--- src/hdl/spq_pkg.sv ---
// Shared types and constants for the sorted priority queue.
// Holds the entry and control structs, command and status codes.
// No dependencies.
package spq_pkg;

  localparam int VALUE_W      = 32;
  localparam int PRIO_W       = 16;
  localparam int SPQ_CAPACITY = 16;
  localparam int SPQ_PRIO_BITS = 16;

  localparam logic CMD_ENQ = 1'b0;
  localparam logic CMD_DEQ = 1'b1;

  typedef enum logic [1:0] {
    ST_ENQ   = 2'd0,
    ST_DEQ   = 2'd1,
    ST_UNDER = 2'd2,
    ST_OVER  = 2'd3
  } status_t;

  typedef struct packed {
    logic signed [VALUE_W-1:0] value;
    logic        [PRIO_W-1:0]  prio;
  } spq_entry_t;

  // Broadcast to every cell of the chain.
  typedef struct packed {
    logic       enq;
    logic       deq;
    spq_entry_t item;
  } spq_ctrl_t;

endpackage

--- src/hdl/spq_cell.sv ---
// One storage cell of the sorted chain: an entry plus its occupied bit.
// Shifts toward the back on enqueue, toward the front on dequeue.
// Depends on spq_pkg.
module spq_cell (
  input  logic               clk,
  input  logic               rst,
  input  spq_pkg::spq_ctrl_t  ctrl,
  input  spq_pkg::spq_entry_t left_entry,
  input  logic               left_valid,
  input  logic               left_after,
  input  spq_pkg::spq_entry_t right_entry,
  input  logic               right_valid,
  output spq_pkg::spq_entry_t entry,
  output logic               valid,
  output logic               after
);
  import spq_pkg::*;

  // New item goes at or ahead of this cell when it is empty or strictly higher priority.
  assign after = !valid || (ctrl.item.prio < entry.prio);

  always_ff @(posedge clk) begin
    if (rst) begin
      valid <= 1'b0;
    end else if (ctrl.enq && after) begin
      valid <= left_after ? left_valid : 1'b1;
    end else if (ctrl.deq) begin
      valid <= right_valid;
    end
  end

  always_ff @(posedge clk) begin
    if (ctrl.enq && after) begin
      // Take the neighbor's entry if the insert point lies further front.
      entry <= left_after ? left_entry : ctrl.item;
    end else if (ctrl.deq) begin
      entry <= right_entry;
    end
  end

endmodule

--- src/hdl/sorted_priority_queue.sv ---
// Sorted priority queue built from a chain of compare-and-shift cells.
// The result is registered and appears in the cycle after the command transaction.
// Throughput: one command per cycle while results are taken; every cell compares and
// shifts in parallel, and a waiting result holds off new commands until it is taken.
// Reset clears all occupied bits and the output valid; stored data is not cleared.
module sorted_priority_queue #(
  parameter int CAPACITY  = spq_pkg::SPQ_CAPACITY,
  parameter int PRIO_BITS = spq_pkg::SPQ_PRIO_BITS
) (
  input  logic                              clk,
  input  logic                              rst,
  input  logic                              in_valid,
  output logic                              in_ready,
  input  logic                              cmd,
  input  logic signed [spq_pkg::VALUE_W-1:0] value,
  input  logic        [spq_pkg::PRIO_W-1:0]  prio,
  output logic                              out_valid,
  input  logic                              out_ready,
  output logic        [1:0]                 status,
  output logic signed [spq_pkg::VALUE_W-1:0] out_value,
  output logic        [spq_pkg::PRIO_W-1:0]  out_prio
);
  import spq_pkg::*;

  localparam logic [PRIO_W-1:0] PRIO_MASK = (PRIO_BITS >= PRIO_W) ? {PRIO_W{1'b1}} :
                                            PRIO_W'((64'd1 << PRIO_BITS) - 64'd1);

  spq_entry_t          entry_a   [CAPACITY];
  spq_entry_t          left_e    [CAPACITY];
  spq_entry_t          right_e   [CAPACITY];
  logic [CAPACITY-1:0] valid_vec;
  logic [CAPACITY-1:0] after_vec;
  logic [CAPACITY-1:0] left_v;
  logic [CAPACITY-1:0] left_a;
  logic [CAPACITY-1:0] right_v;
  spq_ctrl_t           ctrl;
  logic                in_fire;
  logic                full;
  logic                empty;
  status_t             status_r;
  status_t             status_next;

  assign in_ready = !out_valid || out_ready;
  assign in_fire  = in_valid && in_ready;
  assign full     = valid_vec[CAPACITY-1];
  assign empty    = !valid_vec[0];

  always_comb begin
    ctrl.enq        = in_fire && (cmd == CMD_ENQ) && !full;
    ctrl.deq        = in_fire && (cmd == CMD_DEQ) && !empty;
    ctrl.item.value = value;
    ctrl.item.prio  = prio & PRIO_MASK;
  end

  for (genvar i = 0; i < CAPACITY; i++) begin : g_cell
    if (i == 0) begin : g_first
      assign left_e[i] = '0;
      assign left_v[i] = 1'b0;
      assign left_a[i] = 1'b0;
    end else begin : g_mid_l
      assign left_e[i] = entry_a[i-1];
      assign left_v[i] = valid_vec[i-1];
      assign left_a[i] = after_vec[i-1];
    end
    if (i == CAPACITY-1) begin : g_last
      assign right_e[i] = '0;
      assign right_v[i] = 1'b0;
    end else begin : g_mid_r
      assign right_e[i] = entry_a[i+1];
      assign right_v[i] = valid_vec[i+1];
    end

    spq_cell u_cell (
      .clk         (clk),
      .rst         (rst),
      .ctrl        (ctrl),
      .left_entry  (left_e[i]),
      .left_valid  (left_v[i]),
      .left_after  (left_a[i]),
      .right_entry (right_e[i]),
      .right_valid (right_v[i]),
      .entry       (entry_a[i]),
      .valid       (valid_vec[i]),
      .after       (after_vec[i])
    );
  end

  always_comb begin
    if (cmd == CMD_ENQ) begin
      status_next = full ? ST_OVER : ST_ENQ;
    end else begin
      status_next = empty ? ST_UNDER : ST_DEQ;
    end
  end

  always_ff @(posedge clk) begin
    if (rst) begin
      out_valid <= 1'b0;
    end else if (in_fire) begin
      out_valid <= 1'b1;
    end else if (out_ready) begin
      out_valid <= 1'b0;
    end
  end

  always_ff @(posedge clk) begin
    if (in_fire) begin
      status_r <= status_next;
      if (ctrl.deq) begin
        out_value <= entry_a[0].value;
        out_prio  <= entry_a[0].prio;
      end else begin
        out_value <= '0;
        out_prio  <= '0;
      end
    end
  end

  assign status = status_r;

  // Checks on the cell chain.
  logic [CAPACITY-1:0] valid_inc;
  logic [CAPACITY-2:0] order_ok;

  assign valid_inc = valid_vec + {{(CAPACITY-1){1'b0}}, 1'b1};

  for (genvar j = 0; j < CAPACITY-1; j++) begin : g_order
    assign order_ok[j] = !valid_vec[j+1] || (entry_a[j].prio <= entry_a[j+1].prio);
  end

  a_occupancy_contiguous: assert property (@(posedge clk) disable iff (rst)
    (valid_vec & valid_inc) == '0)
    else $error("occupied cells are not contiguous from the front");

  a_sorted: assert property (@(posedge clk) disable iff (rst)
    &order_ok)
    else $error("stored priorities out of order");

  a_enq_grows: assert property (@(posedge clk) disable iff (rst)
    ctrl.enq |=> $countones(valid_vec) == $past($countones(valid_vec)) + 1)
    else $error("enqueue did not add exactly one entry");

  a_deq_front: assert property (@(posedge clk) disable iff (rst)
    ctrl.deq |=> out_valid && (status == ST_DEQ) && (out_value == $past(entry_a[0].value)))
    else $error("dequeue did not return the front entry");

  a_underflow: assert property (@(posedge clk) disable iff (rst)
    in_fire && (cmd == CMD_DEQ) && empty |=> status == ST_UNDER)
    else $error("dequeue on empty queue not flagged");

endmodule
--- config.mk ---
export PLATFORM = sky130hd
export DESIGN_NAME = sorted_priority_queue
export DESIGN_NICKNAME = d
export VERILOG_FILES = /design/src/hdl/spq_pkg.sv /design/src/hdl/spq_cell.sv /design/src/hdl/sorted_priority_queue.sv
export SDC_FILE = /design/constraint.sdc
export NUM_CORES = 2
export LEC_CHECK = 0
export BUFFER_PORTS_ARGS = -buffer_cell sky130_fd_sc_hd__clkbuf_2
export CAP_MARGIN = 20
export CORE_ASPECT_RATIO = 0.8
export CORE_MARGIN = 3
export CORE_UTILIZATION = 54
export CTS_BUF_LIST = sky130_fd_sc_hd__clkbuf_4 sky130_fd_sc_hd__clkbuf_8
export DETAILED_ROUTE_END_ITERATION = 10
export GPL_ROUTABILITY_DRIVEN = 0
export PLACE_DENSITY = 0.7
export SLEW_MARGIN = 40
export SYNTH_ARGS = -nofsm -noshare
export SYNTH_HDL_FRONTEND = slang
export SYNTH_SLANG_ARGS = --single-unit
--- constraint.sdc ---
create_clock -name clk -period 13.7 [get_ports clk]
set_input_delay 2.055 -clock clk [delete_from_list [all_inputs] [get_ports clk]]
set_output_delay 2.055 -clock clk [all_outputs]
set_load 0.005 [all_outputs]
==> run metrics <==
total CTS buffers 140; initial antenna violation count 3; top layer in use met4; CTS Sinks 835; Crit Path Category in2reg; CTS Root Cell clkbuf_8; minimum clock period between 5000 and 6000 ps; Clock Latency Late Sink about 800 ps; Slew Viols, Final 0; CTS clk-pin slew, worst paths around 60 ps; worst vdd ir between 0.00009 and 0.0001 V; crit path DAT 5750 ps; synthesis-to-layout area growth 8.567%; Unique masters post-synth 66; HP Class reg2reg; Congestion Overflow GR 0; die span in x around 340 µm; vias in the first global route about 33000; Die Height around 270 µm; hold buffers post-CTS 0; Worst R2R Path Depth 10; Post-route DRC 0; Worst Max-Slew Pin Slew approximately 840 ps; CP endpoint kind register; crit path max fanout 50; share of the synthesized area in the top cell type 51.89%; fin crit share roughly two fifths; final setup TNS 0 ps; Post-synth ARST share 0%; CTS max path bufs 3; post-synthesis net count between 4000 and 5000; mean post-synth cell area about 11 µm²; CP Cell Sequence clkbuf_2, buf_4, ha_1, nand4_1, nor3_1, or3_1, o41ai_4, buf_4, and2_4, or2_2, buf_4; DR vias/cell 6.156; Die Area approximately 91000 µm²; Yosys warnings 0; dpl cells 5335; pwr/cell area 126.6 nW/µm²; Layout Cells excl Fill 5592; most common cell after layout, fill and taps aside edfxtp_1; core footprint ~86000 µm²; IO Pins between 100 and 150; CTS tree yes; CTS H-tree depth 4; WHS Path Cells 2; commonest non-fill, non-tap cells in the layout 818 x edfxtp_1, 754 x o21ai_0, 674 x mux2i_1; Port Buf Inserts roughly 100; max_cap viols 0; critical path startpoint category input port; first-iteration detailed-routing DRC count about 3900; DRT met1 WL 58750 µm; Total Routing Usage GR between 20% and 30%; area of the multi-input gates approximately 20000 µm²; Net Sw Frac between 20% and 30%; Starting Density a little over half; RSZ-0062 raised after global routing no; Gate Count Post-Synth about 4400; top post-synthesis cells by area edfxtp_1 52%, mux2i_1 14%, o21ai_0 8.0%; post-DP HPWL approximately 83000 µm; Final Skew around 31 ps; # rows 96; CP max stage cell and2_4; number of synthesized flops with an enable pin 818; WL met3 about 12000 µm; Worst EP required around 14000 ps; post-synthesis sequential area ratio a little over half; Avg WL per Cell ~22 µm; first-pass GRT wire length around 190000 µm; Netlist Area Pre-Place between 40000 and 50000 µm²; Layout Utilization 59.51%; FF+latch count, synth 835; Pleak between 0.02 and 0.025 µW; register area between 20000 and 25000 µm²; final net count approximately 4600; status finished clean; drt first pass iters 6; dpl ws approximately 7600 ps; DRT antenna net count 0; Hold Violations, Final 0; Setup Fix Bufs, Post-CTS 0; Setup-failing EPs final 0; NetSw about 1900 µW; Max Fclk around 190 MHz; setup ws final around 8400 ps; Resized cells post-CTS 0; most used cell, CP buf_4; main flop type after synthesis edfxtp_1; Cell Int Power approximately 4600 µW; combinational power share 15.9%; slew margin rel. between 40% and 50%; largest net degree at the start of global routing approximately 180; share of layout cells above drive strength 1 a little under an eighth; CP max stage delay ~600 ps; Final Power 6506 µW; sequential share of power 50.5%; FILL cells around 7000; Final Routed Wirelength approximately 120000 µm; metal2 WL between 50000 and 60000 µm; Synth area leader edfxtp_1; via count about 34000; Clk network pwr share between 30 and 40%
[synth_stat cells, drive strengths merged, types with 9 or more instances]
| cell | number |
|---|---|
| nor3 | 16 |
| nand4 | 25 |
| a211oi | 13 |
| a21oi | 274 |
| a31oi | 53 |
| clkbuf | 200 |
| ha | 225 |
| nand2b | 14 |
| and2 | 35 |
| nand2 | 421 |
| dfxtp | 17 |
| mux2i | 674 |
| nor4 | 9 |
| mux2 | 48 |
| edfxtp | 818 |
| nor2 | 250 |
| buf | 138 |
| o21ai | 776 |
| nand3 | 11 |
| inv | 243 |
[worst max-delay path: cells and delay by family]
family | cells | cell delay, ps
adders and majority gates | 1 | 340
buffers and inverters | 4 | 1350
AOI/OAI and AO/OA | 1 | 320
and+or+nand+nor | 5 | 1540
[final timing paths]
path | slack, ps | startpoint | end
worst max-delay path | 8380 | prio[14] | g_cell[13].u_cell.entry[33]
worst min-delay path | 520 | g_cell[8].u_cell.valid | g_cell[8].u_cell.valid
worst max register to register | 9640 | g_cell[15].u_cell.valid | g_cell[7].u_cell.entry[20]
worst min register to register | 520 | g_cell[8].u_cell.valid | g_cell[8].u_cell.valid
[sequential cells by signal, indices dropped and copies added, names as in the netlist]
| signal | flops |
|---|---|
| g_cell.u_cell.entry | 768 |
| out_prio | 16 |
| out_valid | 1 |
| status | 2 |
| g_cell.u_cell.valid | 16 |
| out_value | 32 |
[cell type report]
type                    instances  area share (%)
flip-flops and latches        835           48.46
diodes                          3         0.01461
well taps                    1127           2.744
inverters                     243           1.775
multi-input cells            2949           39.34
clock buffers                 204           4.733
repair buffers                184           2.466
clock inverters                47          0.4699
[per-layer routing]
layer | vias to the layer above | GRT usage (%)
met2 | 1650 | 36.47
met5 | - | 0
met1 | 16660 | 42.77
li1 | 15960 | -
met4 | 0 | 7.635
met3 | 148 | 5.722
[power groups by stage]
stage / Sequential, µW / Combinational (µW) / Clock (µW)
4_1_cts: 3280 / 1020 / 2220
6_report: 3290 / 1030 / 2190
2_1_floorplan: 3270 / 722 / 0
5_1_grt: 3310 / 1160 / 2330
3_5_place_dp: 3330 / 1020 / 0
3_3_place_gp: 3330 / 970 / 0
[through the flow]
step | area, µm² | hold slack (ps)
3_5_place_dp | 48650 | 505.4
6_report | 51390 | 517.2
2_1_floorplan | 47340 | 470.3
4_1_cts | 51320 | 513.2
3_3_place_gp | 48490 | 496.9
5_1_grt | 51390 | 541.1
[cell families (layout without fill, tap and decap cells)]
logic type / count (synthesis) / in the layout / synth area share, %
multiplexers: 722 / 722 / 15.39
AO/OA/AOI/OAI: 1196 / 1196 / 13.55
other: 0 / 3 / 0
buffers and inverters: 581 / 678 / 5.384
adder cells (fa/ha/maj): 225 / 225 / 5.947
flip-flops: 835 / 835 / 52.61
AND/OR/NAND/NOR: 806 / 806 / 7.110
No activity file was read; power rests on OpenSTA's default activity.
